--- config.mk ---
export PLATFORM = sky130hd
export DESIGN_NAME = deadband_axis_mapper_core
export DESIGN_NICKNAME = d
export VERILOG_FILES = /design/src/rtl/dam_pkg.sv /design/src/rtl/dam_prep.sv /design/src/rtl/dam_div_cell.sv /design/src/rtl/dam_finish.sv /design/src/rtl/deadband_axis_mapper_core.sv
export SDC_FILE = /design/constraint.sdc
export NUM_CORES = 2
export LEC_CHECK = 0
export BUFFER_PORTS_ARGS = -buffer_cell sky130_fd_sc_hd__buf_2
export CORE_AREA = 2 2 442 488
export CTS_CLUSTER_DIAMETER = 50
export DETAILED_ROUTE_END_ITERATION = 8
export DIE_AREA = 0 0 444 490
export PLACE_DENSITY = 0.58
export SYNTH_ARGS = -nofsm -noshare
export SYNTH_HDL_FRONTEND = slang
export SYNTH_SLANG_ARGS = --single-unit
--- constraint.sdc ---
create_clock -name clock -period 51 [get_ports clock]
set_clock_uncertainty 0.1 [all_clocks]
set_input_delay 2.55 -clock clock [delete_from_list [all_inputs] [get_ports clock]]
set_output_delay 2.55 -clock clock [all_outputs]
set_load 0.02 [all_outputs]
--- src/rtl/dam_pkg.sv ---
// dam_pkg: shared types and codes for the deadband axis mapper.
// Holds the pipeline control struct and the register index codes.
// No dependencies.
package dam_pkg;

   // control that travels alongside each transaction through the pipeline
   typedef struct packed {
      logic valid;   // stage holds a transaction
      logic bypass;  // result is the base value, no quotient added
      logic neg;     // quotient is negative
   } dam_ctrl_type;

   localparam int REG_INDEX_BITS = 3;

   typedef enum logic [REG_INDEX_BITS-1:0] {
      REG_EDGE_LOW    = 3'd0,
      REG_EDGE_HIGH   = 3'd1,
      REG_CENTER_LOW  = 3'd2,
      REG_CENTER_HIGH = 3'd3,
      REG_OUT_LOW     = 3'd4,
      REG_OUT_MID     = 3'd5,
      REG_OUT_HIGH    = 3'd6
   } dam_reg_type;

endpackage

--- src/rtl/dam_prep.sv ---
// dam_prep: region select, span and offset, product and magnitudes.
// Three register stages ahead of the divider chain.
// Depends on dam_pkg.
module dam_prep #(
   parameter int SAMPLE_BITS = 10,
   parameter int OUT_BITS    = 16
) (
   input  logic                                 clock,
   input  logic                                 reset,
   input  logic                                 advance,
   input  logic                                 in_valid,
   input  logic [SAMPLE_BITS-1:0]               raw_sample,
   input  logic [SAMPLE_BITS-1:0]               edge_low,
   input  logic [SAMPLE_BITS-1:0]               edge_high,
   input  logic [SAMPLE_BITS-1:0]               center_low,
   input  logic [SAMPLE_BITS-1:0]               center_high,
   input  logic signed [OUT_BITS-1:0]           out_low,
   input  logic signed [OUT_BITS-1:0]           out_mid,
   input  logic signed [OUT_BITS-1:0]           out_high,
   output dam_pkg::dam_ctrl_type                ctrl_o,
   output logic [SAMPLE_BITS+OUT_BITS-1:0]      num_o,
   output logic [SAMPLE_BITS-1:0]               div_o,
   output logic signed [OUT_BITS-1:0]           base_o
);
   import dam_pkg::*;

   localparam int S = SAMPLE_BITS;
   localparam int O = OUT_BITS;
   localparam int P = SAMPLE_BITS + OUT_BITS;

   // stage A: operands
   logic                 above, below;
   logic [S-1:0]         a_lo, a_hi;
   logic signed [O-1:0]  c_val, d_val, zero_val;
   logic signed [S:0]    dx_in, span_in;
   logic signed [O:0]    dy_in;
   logic signed [O-1:0]  base_a_in;
   dam_ctrl_type         ctrl_a_in;

   logic signed [S:0]    dx_ff, span_a_ff;
   logic signed [O:0]    dy_ff;
   logic signed [O-1:0]  base_a_ff;
   dam_ctrl_type         ctrl_a_ff;

   // stage B: product
   logic signed [P+1:0]  prod_in;
   logic signed [P+1:0]  prod_ff;
   logic signed [S:0]    span_b_ff;
   logic signed [O-1:0]  base_b_ff;
   dam_ctrl_type         ctrl_b_ff;

   // stage C: magnitudes and quotient sign
   logic signed [P+1:0]  prod_abs;
   logic signed [S:0]    span_abs;
   dam_ctrl_type         ctrl_c_in;
   logic [P-1:0]         num_ff;
   logic [S-1:0]         div_ff;
   logic signed [O-1:0]  base_c_ff;
   dam_ctrl_type         ctrl_c_ff;

   always_comb begin
      above = raw_sample > center_high;
      below = raw_sample < center_low;
      // the upper region wins when the band is inverted
      if (above) begin
         a_lo     = center_high;
         a_hi     = edge_high;
         c_val    = out_mid;
         d_val    = out_high;
         zero_val = out_high;
      end else begin
         a_lo     = edge_low;
         a_hi     = center_low;
         c_val    = out_low;
         d_val    = out_mid;
         zero_val = out_low;
      end
      dx_in   = $signed({1'b0, raw_sample}) - $signed({1'b0, a_lo});
      span_in = $signed({1'b0, a_hi}) - $signed({1'b0, a_lo});
      dy_in   = $signed({d_val[O-1], d_val}) - $signed({c_val[O-1], c_val});
      if (!(above || below)) begin
         base_a_in = out_mid;
      end else if (span_in == '0) begin
         base_a_in = zero_val;
      end else begin
         base_a_in = c_val;
      end
      ctrl_a_in.valid  = in_valid;
      ctrl_a_in.bypass = !(above || below) || (span_in == '0);
      ctrl_a_in.neg    = 1'b0;
   end

   assign prod_in = dx_ff * dy_ff;

   always_comb begin
      prod_abs  = prod_ff[P+1] ? -prod_ff : prod_ff;
      span_abs  = span_b_ff[S] ? -span_b_ff : span_b_ff;
      ctrl_c_in = ctrl_b_ff;
      ctrl_c_in.neg = prod_ff[P+1] ^ span_b_ff[S];
   end

   always_ff @(posedge clock) begin
      if (reset) begin
         ctrl_a_ff <= '0;
         ctrl_b_ff <= '0;
         ctrl_c_ff <= '0;
      end else if (advance) begin
         ctrl_a_ff <= ctrl_a_in;
         ctrl_b_ff <= ctrl_a_ff;
         ctrl_c_ff <= ctrl_c_in;
      end
   end

   always_ff @(posedge clock) begin
      if (advance) begin
         dx_ff     <= dx_in;
         dy_ff     <= dy_in;
         span_a_ff <= span_in;
         base_a_ff <= base_a_in;
         prod_ff   <= prod_in;
         span_b_ff <= span_a_ff;
         base_b_ff <= base_a_ff;
         num_ff    <= prod_abs[P-1:0];
         div_ff    <= span_abs[S-1:0];
         base_c_ff <= base_b_ff;
      end
   end

   assign ctrl_o = ctrl_c_ff;
   assign num_o  = num_ff;
   assign div_o  = div_ff;
   assign base_o = base_c_ff;

endmodule

--- src/rtl/dam_div_cell.sv ---
// dam_div_cell: one restoring-division cell, one quotient bit per cell.
// Shifts the dividend out at the top and the quotient bit in at the bottom.
// Depends on dam_pkg.
module dam_div_cell #(
   parameter int SAMPLE_BITS = 10,
   parameter int OUT_BITS    = 16
) (
   input  logic                             clock,
   input  logic                             reset,
   input  logic                             advance,
   input  dam_pkg::dam_ctrl_type            ctrl_i,
   input  logic [SAMPLE_BITS+OUT_BITS-1:0]  numq_i,
   input  logic [SAMPLE_BITS-1:0]           rem_i,
   input  logic [SAMPLE_BITS-1:0]           div_i,
   input  logic signed [OUT_BITS-1:0]       base_i,
   output dam_pkg::dam_ctrl_type            ctrl_o,
   output logic [SAMPLE_BITS+OUT_BITS-1:0]  numq_o,
   output logic [SAMPLE_BITS-1:0]           rem_o,
   output logic [SAMPLE_BITS-1:0]           div_o,
   output logic signed [OUT_BITS-1:0]       base_o
);
   import dam_pkg::*;

   localparam int S = SAMPLE_BITS;
   localparam int P = SAMPLE_BITS + OUT_BITS;

   logic [S:0]           trial;
   logic [S:0]           diff;
   logic                 q_bit;
   logic [S-1:0]         rem_in;
   logic [P-1:0]         numq_in;

   dam_ctrl_type         ctrl_ff;
   logic [P-1:0]         numq_ff;
   logic [S-1:0]         rem_ff;
   logic [S-1:0]         div_ff;
   logic signed [OUT_BITS-1:0] base_ff;

   always_comb begin
      trial   = {rem_i, numq_i[P-1]};
      diff    = trial - {1'b0, div_i};
      q_bit   = trial >= {1'b0, div_i};
      rem_in  = q_bit ? diff[S-1:0] : trial[S-1:0];
      numq_in = {numq_i[P-2:0], q_bit};
   end

   always_ff @(posedge clock) begin
      if (reset) begin
         ctrl_ff <= '0;
      end else if (advance) begin
         ctrl_ff <= ctrl_i;
      end
   end

   always_ff @(posedge clock) begin
      if (advance) begin
         numq_ff <= numq_in;
         rem_ff  <= rem_in;
         div_ff  <= div_i;
         base_ff <= base_i;
      end
   end

   assign ctrl_o = ctrl_ff;
   assign numq_o = numq_ff;
   assign rem_o  = rem_ff;
   assign div_o  = div_ff;
   assign base_o = base_ff;

endmodule

--- src/rtl/dam_finish.sv ---
// dam_finish: sign the quotient, add the region offset, saturate, output register.
// Holds the result until the downstream side takes it.
// Depends on dam_pkg.
module dam_finish #(
   parameter int SAMPLE_BITS = 10,
   parameter int OUT_BITS    = 16
) (
   input  logic                             clock,
   input  logic                             reset,
   input  logic                             advance,
   input  dam_pkg::dam_ctrl_type            ctrl_i,
   input  logic [SAMPLE_BITS+OUT_BITS-1:0]  quot_i,
   input  logic signed [OUT_BITS-1:0]       base_i,
   output logic                             out_valid,
   output logic signed [OUT_BITS-1:0]       out_value
);
   import dam_pkg::*;

   localparam int O = OUT_BITS;
   localparam int P = SAMPLE_BITS + OUT_BITS;
   localparam logic signed [P+1:0] SAT_HI = {{(P+3-O){1'b0}}, {(O-1){1'b1}}};
   localparam logic signed [P+1:0] SAT_LO = {{(P+3-O){1'b1}}, {(O-1){1'b0}}};

   logic signed [P:0]    quot_pos;
   logic signed [P:0]    quot_s;
   logic signed [P+1:0]  sum;
   logic signed [O-1:0]  value_in;

   logic                 valid_ff;
   logic signed [O-1:0]  value_ff;

   always_comb begin
      quot_pos = $signed({1'b0, quot_i});
      quot_s   = ctrl_i.neg ? -quot_pos : quot_pos;
      sum      = {quot_s[P], quot_s} + {{(P+2-O){base_i[O-1]}}, base_i};
      if (ctrl_i.bypass) begin
         value_in = base_i;
      end else if (sum > SAT_HI) begin
         value_in = SAT_HI[O-1:0];
      end else if (sum < SAT_LO) begin
         value_in = SAT_LO[O-1:0];
      end else begin
         value_in = sum[O-1:0];
      end
   end

   always_ff @(posedge clock) begin
      if (reset) begin
         valid_ff <= 1'b0;
      end else if (advance) begin
         valid_ff <= ctrl_i.valid;
      end
   end

   always_ff @(posedge clock) begin
      if (advance) begin
         value_ff <= value_in;
      end
   end

   assign out_valid = valid_ff;
   assign out_value = value_ff;

endmodule

--- src/rtl/deadband_axis_mapper_core.sv ---
// deadband_axis_mapper_core: joystick axis calibration with a centre dead zone.
// Top level: configuration registers, prep stages, divider cell chain, finish stage.
// Depends on dam_pkg, dam_prep, dam_div_cell, dam_finish.
//
//   channel | ports                               | direction
//   --------+-------------------------------------+----------
//   req     | req_valid req_ready req_raw_sample  | in
//   rsp     | rsp_valid rsp_ready rsp_mapped_value| out
//   csr     | csr_valid csr_ready csr_index       | in
//           | csr_wdata                           |
//
// One transaction enters per cycle while the output is not stalled. The pipeline is
// three prep stages, one divider cell per quotient bit,
// one output register. The divider cell chain sets the latency.
// Synchronous reset clears all valid flags and loads the register defaults.
// A stalled output freezes the whole pipeline, empty stages included.
module deadband_axis_mapper_core #(
   parameter int SAMPLE_BITS = 10,
   parameter int OUT_BITS    = 16
) (
   input  logic                                  clock,
   input  logic                                  reset,
   // sample channel
   input  logic                                  req_valid,
   output logic                                  req_ready,
   input  logic [SAMPLE_BITS-1:0]                req_raw_sample,
   // result channel
   output logic                                  rsp_valid,
   input  logic                                  rsp_ready,
   output logic signed [OUT_BITS-1:0]            rsp_mapped_value,
   // register write channel
   input  logic                                  csr_valid,
   output logic                                  csr_ready,
   input  logic [dam_pkg::REG_INDEX_BITS-1:0]    csr_index,
   input  logic [((SAMPLE_BITS > OUT_BITS) ? SAMPLE_BITS : OUT_BITS)-1:0] csr_wdata
);
   import dam_pkg::*;

   localparam int S = SAMPLE_BITS;
   localparam int O = OUT_BITS;
   // quotient width, and so the number of divider cells
   localparam int P = SAMPLE_BITS + OUT_BITS;

   logic advance;

   // calibration registers
   logic [S-1:0]         edge_low_ff, edge_high_ff, center_low_ff, center_high_ff;
   logic signed [O-1:0]  out_low_ff, out_mid_ff, out_high_ff;

   // divider chain links: entry 0 feeds the first cell
   dam_ctrl_type         ctrl_w [0:P];
   logic [P-1:0]         numq_w [0:P];
   logic [S-1:0]         rem_w  [0:P];
   logic [S-1:0]         div_w  [0:P];
   logic signed [O-1:0]  base_w [0:P];

   // advance every stage unless a finished result is waiting on a stalled output
   assign advance   = !rsp_valid || rsp_ready;
   assign req_ready = advance;
   assign csr_ready = 1'b1;

   // register writes; an index beyond the list is dropped
   always_ff @(posedge clock) begin
      if (reset) begin
         edge_low_ff    <= '0;
         edge_high_ff   <= S'(1023);
         center_low_ff  <= S'(511);
         center_high_ff <= S'(512);
         out_low_ff     <= '0;
         out_mid_ff     <= O'(512);
         out_high_ff    <= O'(1023);
      end else if (csr_valid && csr_ready) begin
         unique case (csr_index)
            REG_EDGE_LOW:    edge_low_ff    <= csr_wdata[S-1:0];
            REG_EDGE_HIGH:   edge_high_ff   <= csr_wdata[S-1:0];
            REG_CENTER_LOW:  center_low_ff  <= csr_wdata[S-1:0];
            REG_CENTER_HIGH: center_high_ff <= csr_wdata[S-1:0];
            REG_OUT_LOW:     out_low_ff     <= csr_wdata[O-1:0];
            REG_OUT_MID:     out_mid_ff     <= csr_wdata[O-1:0];
            REG_OUT_HIGH:    out_high_ff    <= csr_wdata[O-1:0];
            default: ;
         endcase
      end
   end

   // pick the region, form the span and product, take magnitudes
   dam_prep #(
      .SAMPLE_BITS (SAMPLE_BITS),
      .OUT_BITS    (OUT_BITS)
   ) u_prep (
      .clock       (clock),
      .reset       (reset),
      .advance     (advance),
      .in_valid    (req_valid && req_ready),
      .raw_sample  (req_raw_sample),
      .edge_low    (edge_low_ff),
      .edge_high   (edge_high_ff),
      .center_low  (center_low_ff),
      .center_high (center_high_ff),
      .out_low     (out_low_ff),
      .out_mid     (out_mid_ff),
      .out_high    (out_high_ff),
      .ctrl_o      (ctrl_w[0]),
      .num_o       (numq_w[0]),
      .div_o       (div_w[0]),
      .base_o      (base_w[0])
   );

   // partial remainder starts at zero
   assign rem_w[0] = '0;

   // one cell per quotient bit, most significant first
   for (genvar k = 0; k < P; k++) begin : g_cell
      dam_div_cell #(
         .SAMPLE_BITS (SAMPLE_BITS),
         .OUT_BITS    (OUT_BITS)
      ) u_cell (
         .clock   (clock),
         .reset   (reset),
         .advance (advance),
         .ctrl_i  (ctrl_w[k]),
         .numq_i  (numq_w[k]),
         .rem_i   (rem_w[k]),
         .div_i   (div_w[k]),
         .base_i  (base_w[k]),
         .ctrl_o  (ctrl_w[k+1]),
         .numq_o  (numq_w[k+1]),
         .rem_o   (rem_w[k+1]),
         .div_o   (div_w[k+1]),
         .base_o  (base_w[k+1])
      );
   end

   // after the last cell the shifted word holds the whole quotient magnitude;
   // the remainder is dropped since division truncates toward zero
   dam_finish #(
      .SAMPLE_BITS (SAMPLE_BITS),
      .OUT_BITS    (OUT_BITS)
   ) u_finish (
      .clock     (clock),
      .reset     (reset),
      .advance   (advance),
      .ctrl_i    (ctrl_w[P]),
      .quot_i    (numq_w[P]),
      .base_i    (base_w[P]),
      .out_valid (rsp_valid),
      .out_value (rsp_mapped_value)
   );

   // final remainder and divisor leave the chain unused beyond the last cell
   logic unused_tail;
   assign unused_tail = ^{rem_w[P], div_w[P]};

endmodule

==> results.tsv <==
stage	metric	value	unit
status	outcome	finished, final reports clean	
place	port_buffers	51	
yosys	synth_common_cells	edfxtp_1, inv_1, nand2_1, ha_1, nor2_1	
yosys	synth_most_common_cell	edfxtp_1	
die	die_area	218000	µm²
cts	cts.path.max_buffers	3	
global_routing	antenna_found_initial	5	
place	place_hpwl	100000	µm
routing	drc_errors	0	
hold_path	min_path_type	reg2reg	
sta	final-hold-violation-count	0	
cts	cts-root-buf	clkbuf_16	
cells_and_area	final_nets	6838	
yosys	synthTopCellsByArea	edfxtp_1, ha_1, fa_1, dfxtp_1, inv_1	
yosys	netlist_area	84700	µm²
yosys	post_synth_inst_count	6026	
cts	cts_inserted_buffers	207	
yosys	synth.net_count	6660	
yosys	synth_edf_count	1769	
sta	drv_slew	0	
cells_and_area	areaGrowthSynthToFinish	12.7	%
sta	post-route-min-period	7.46	ns
yosys	synthFlopType	edfxtp_1	
routing	drtIter0Drc	2651	
hold_path	min_path_cells	0	
hold_path	hold_start	u_prep.num_o[19]	
critical_path	worstPathCellList	buf_2 > ha_1 > and4_1 > nand3_1 > nor2_1 > nor2_1 > a31oi_4 > buf_4 > mux2_2 > ha_1 > inv_1 > fa_1 > a21o_1 > a21oi_1 > o21ai_0 > a21oi_1 > xnor2_1 > nor4_1 > o21ai_0 > nor4_1 > buf_4 > nand2_1 > o221a_2	
cts	cts.htree.levels	4	
yosys	synth_cell_types	66	
sta	fmax	0.134	GHz
global_routing	grt_pass1_wl	236000	µm
yosys	synth_top_area_cell	edfxtp_1	
sta	slew_headroom	21.8	%
critical_path	criticalPathCategory	in2reg	
critical_path	slowest_stage	buf_4	
critical_path	rr_startpoint	u_prep.dx_ff[4]	
cts	holdBufCountCts	0	
cts	clkTransAtPathRegs	0.06	ns
cts	clock-sinks	1943	
global_routing	grt-ovfl-total	0	
sta	tightest_slew	1.17	ns
die	fp-row-count	178	
global_routing	grt_max_degree	197	
cts	cts_resized	0	
routing	ant_nets	0	
yosys	synth_top_area_share	62.7	%
critical_path	worstPathRequired	51.47	ns
critical_path	end_kind	flop	
yosys	yosys_warnings	0	
die	start_util	39.8	%
critical_path	r2r_cells	20	
routing	wirelength	147000	µm
yosys	seq_area_frac_synth	66.8	%
cells_and_area	drive_above_1_share	9.84	%
die	die_h	490	µm
routing	drt_first_pass_iters	5	
hold_path	holdPathEnd	g_cell[0].u_cell.numq_o[20]	
critical_path	cp-start-kind	primary input	
yosys	synth-seq-cells	1943	
critical_path	reg2reg_slack	43.66	ns
cts	clock_latency	0.85	ns
place	gp_congestion	0.833	
yosys	avgSynthCellArea	14.1	µm²
sta	fin_crit_sh	14.6	%
sta	finalSetupViolations	0	
routing	viasPerCell	4.81	
critical_path	slowest_delay	0.68	ns
run	maxCapViolCount	0	
critical_path	critPathMaxFanout	65	
yosys	synth-async-reset-ratio	0	%
critical_path	crit_arrival	7.93	ns
cts	cts_tree	done	
die	core-area	213000	µm²
die	die_w	444	µm
routing	via_count	44114	
global_routing	first_global_vias	45476	
sta	rsz0062_at_grt	false	
critical_path	r2r_end	u_prep.prod_ff[27]	
die	pin_count	53	
sta	fin_setup_tns	0	ns
routing	wl_per_cell	16.0	µm
global_routing	grtUsageTotal	13.5	%
cts	postCtsSetupRepairBufs	0	
-- metrics by stage --
stage               area [µm²]  setup WS (ns)  hold slack (ns)  cells  util (%)
detailed placement       88300          42.71            0.305   8785      41.5
global route             95500          43.08            0.283   9173      44.9
CTS                      95500          43.63            0.256   9172      44.9
finish                   95500          43.54            0.246   9173      44.9
floorplan                84700          23.50            0.300   6026         -
global placement         88300          42.64            0.300   8785      41.5
-- registers in the layout (all words and copies together), names as in the netlist, 11 cells and up --
| register | count |
|---|---|
| u_prep.base_b_ff | 16 |
| u_prep.prod_ff | 27 |
| g_cell.u_cell.ctrl_o | 78 |
| u_finish.out_value | 16 |
| u_prep.dx_ff | 11 |
| u_prep.span_a_ff | 11 |
| u_prep.base_a_ff | 16 |
| u_prep.span_b_ff | 11 |
| u_prep.dy_ff | 17 |
| g_cell.u_cell.base_o | 416 |
| out_high_ff | 16 |
| g_cell.u_cell.div_o | 250 |
| u_prep.base_o | 16 |
| g_cell.u_cell.rem_o | 250 |
| u_prep.num_o | 26 |
| out_low_ff | 16 |
| g_cell.u_cell.numq_o | 676 |
| out_mid_ff | 16 |
-- cell type report --
cell class | count | area [µm²]
clock inverters | 128 | 1580
flip-flops and latches | 1943 | 56600
inverters | 717 | 2700
diodes | 1 | 2.50
repair buffers | 76 | 520
fillers | 18725 | 117000
well taps | 2790 | 3490
multi-input cells | 3259 | 25000
clock buffers | 259 | 5570
-- placed cells by master (no fill, tap or decap), types with 19 or more instances in the layout --
cell / instances
edfxtp_1: 1769
inv_1: 715
nand2_1: 630
ha_1: 401
nor2_1: 325
o21ai_0: 246
a21oi_1: 238
clkbuf_16: 210
fa_1: 199
mux2_2: 185
xnor2_1: 180
dfxtp_1: 174
a21boi_0: 101
and2_1: 81
mux2i_1: 76
nor2b_1: 64
nand2b_1: 56
nand4_1: 56
buf_2: 50
xor2_1: 44
nand3_1: 38
clkbuf_1: 35
clkinv_1: 33
a21o_1: 31
bufinv_16: 26
a221oi_1: 24
clkinv_2: 24
nor3_1: 23
nand3b_1: 23
or2_2: 20
buf_4: 20
a311o_1: 19
-- worst max-delay path: cells and delay by family --
| family | cells | cell delay, ns |
|---|---|---|
| simple gates | 7 | 1.48 |
| compound gates | 7 | 1.48 |
| buf+inv | 4 | 1.07 |
| fa+ha+maj | 3 | 0.88 |
| mux | 1 | 0.33 |
| xor+xnor | 1 | 0.12 |
-- worst max path at each step --
stage	endpoint	startpoint	slack, ns
final	u_prep.base_a_ff[1]	req_raw_sample[7]	43.54
after global routing	u_prep.base_a_ff[0]	req_raw_sample[4]	43.08
after CTS	u_prep.base_a_ff[1]	req_raw_sample[8]	43.63
after detailed placement	u_prep.base_a_ff[3]	req_raw_sample[8]	42.71
after global placement	u_prep.base_a_ff[2]	req_raw_sample[4]	42.64
after floorplan	req_ready	rsp_ready	23.50
-- metal layers --
layer,track usage [%],share of wire (%)
met1,15.7,41
met5,0,0
met2,24.7,52
met3,2.24,3.3
met4,5.23,3.5
-- cells by family (layout without fill, tap and decap cells) --
kind of cell,count (synthesis),after routing,share of synthesized area [%]
other,1,2,0.00443
AO/OA/AOI/OAI,804,804,5.93
XOR/XNOR,224,224,2.32
multiplexers,261,261,3.36
buffers and inverters,824,1180,3.66
flip-flops,1943,1943,66.8
AND/OR/NAND/NOR,1369,1369,7.28
adder cells (fa/ha/maj),600,600,10.6
Power is left out: the tool's default activity adds up to more than one toggle a clock period on the data nets, which glitch-free logic cannot reach.
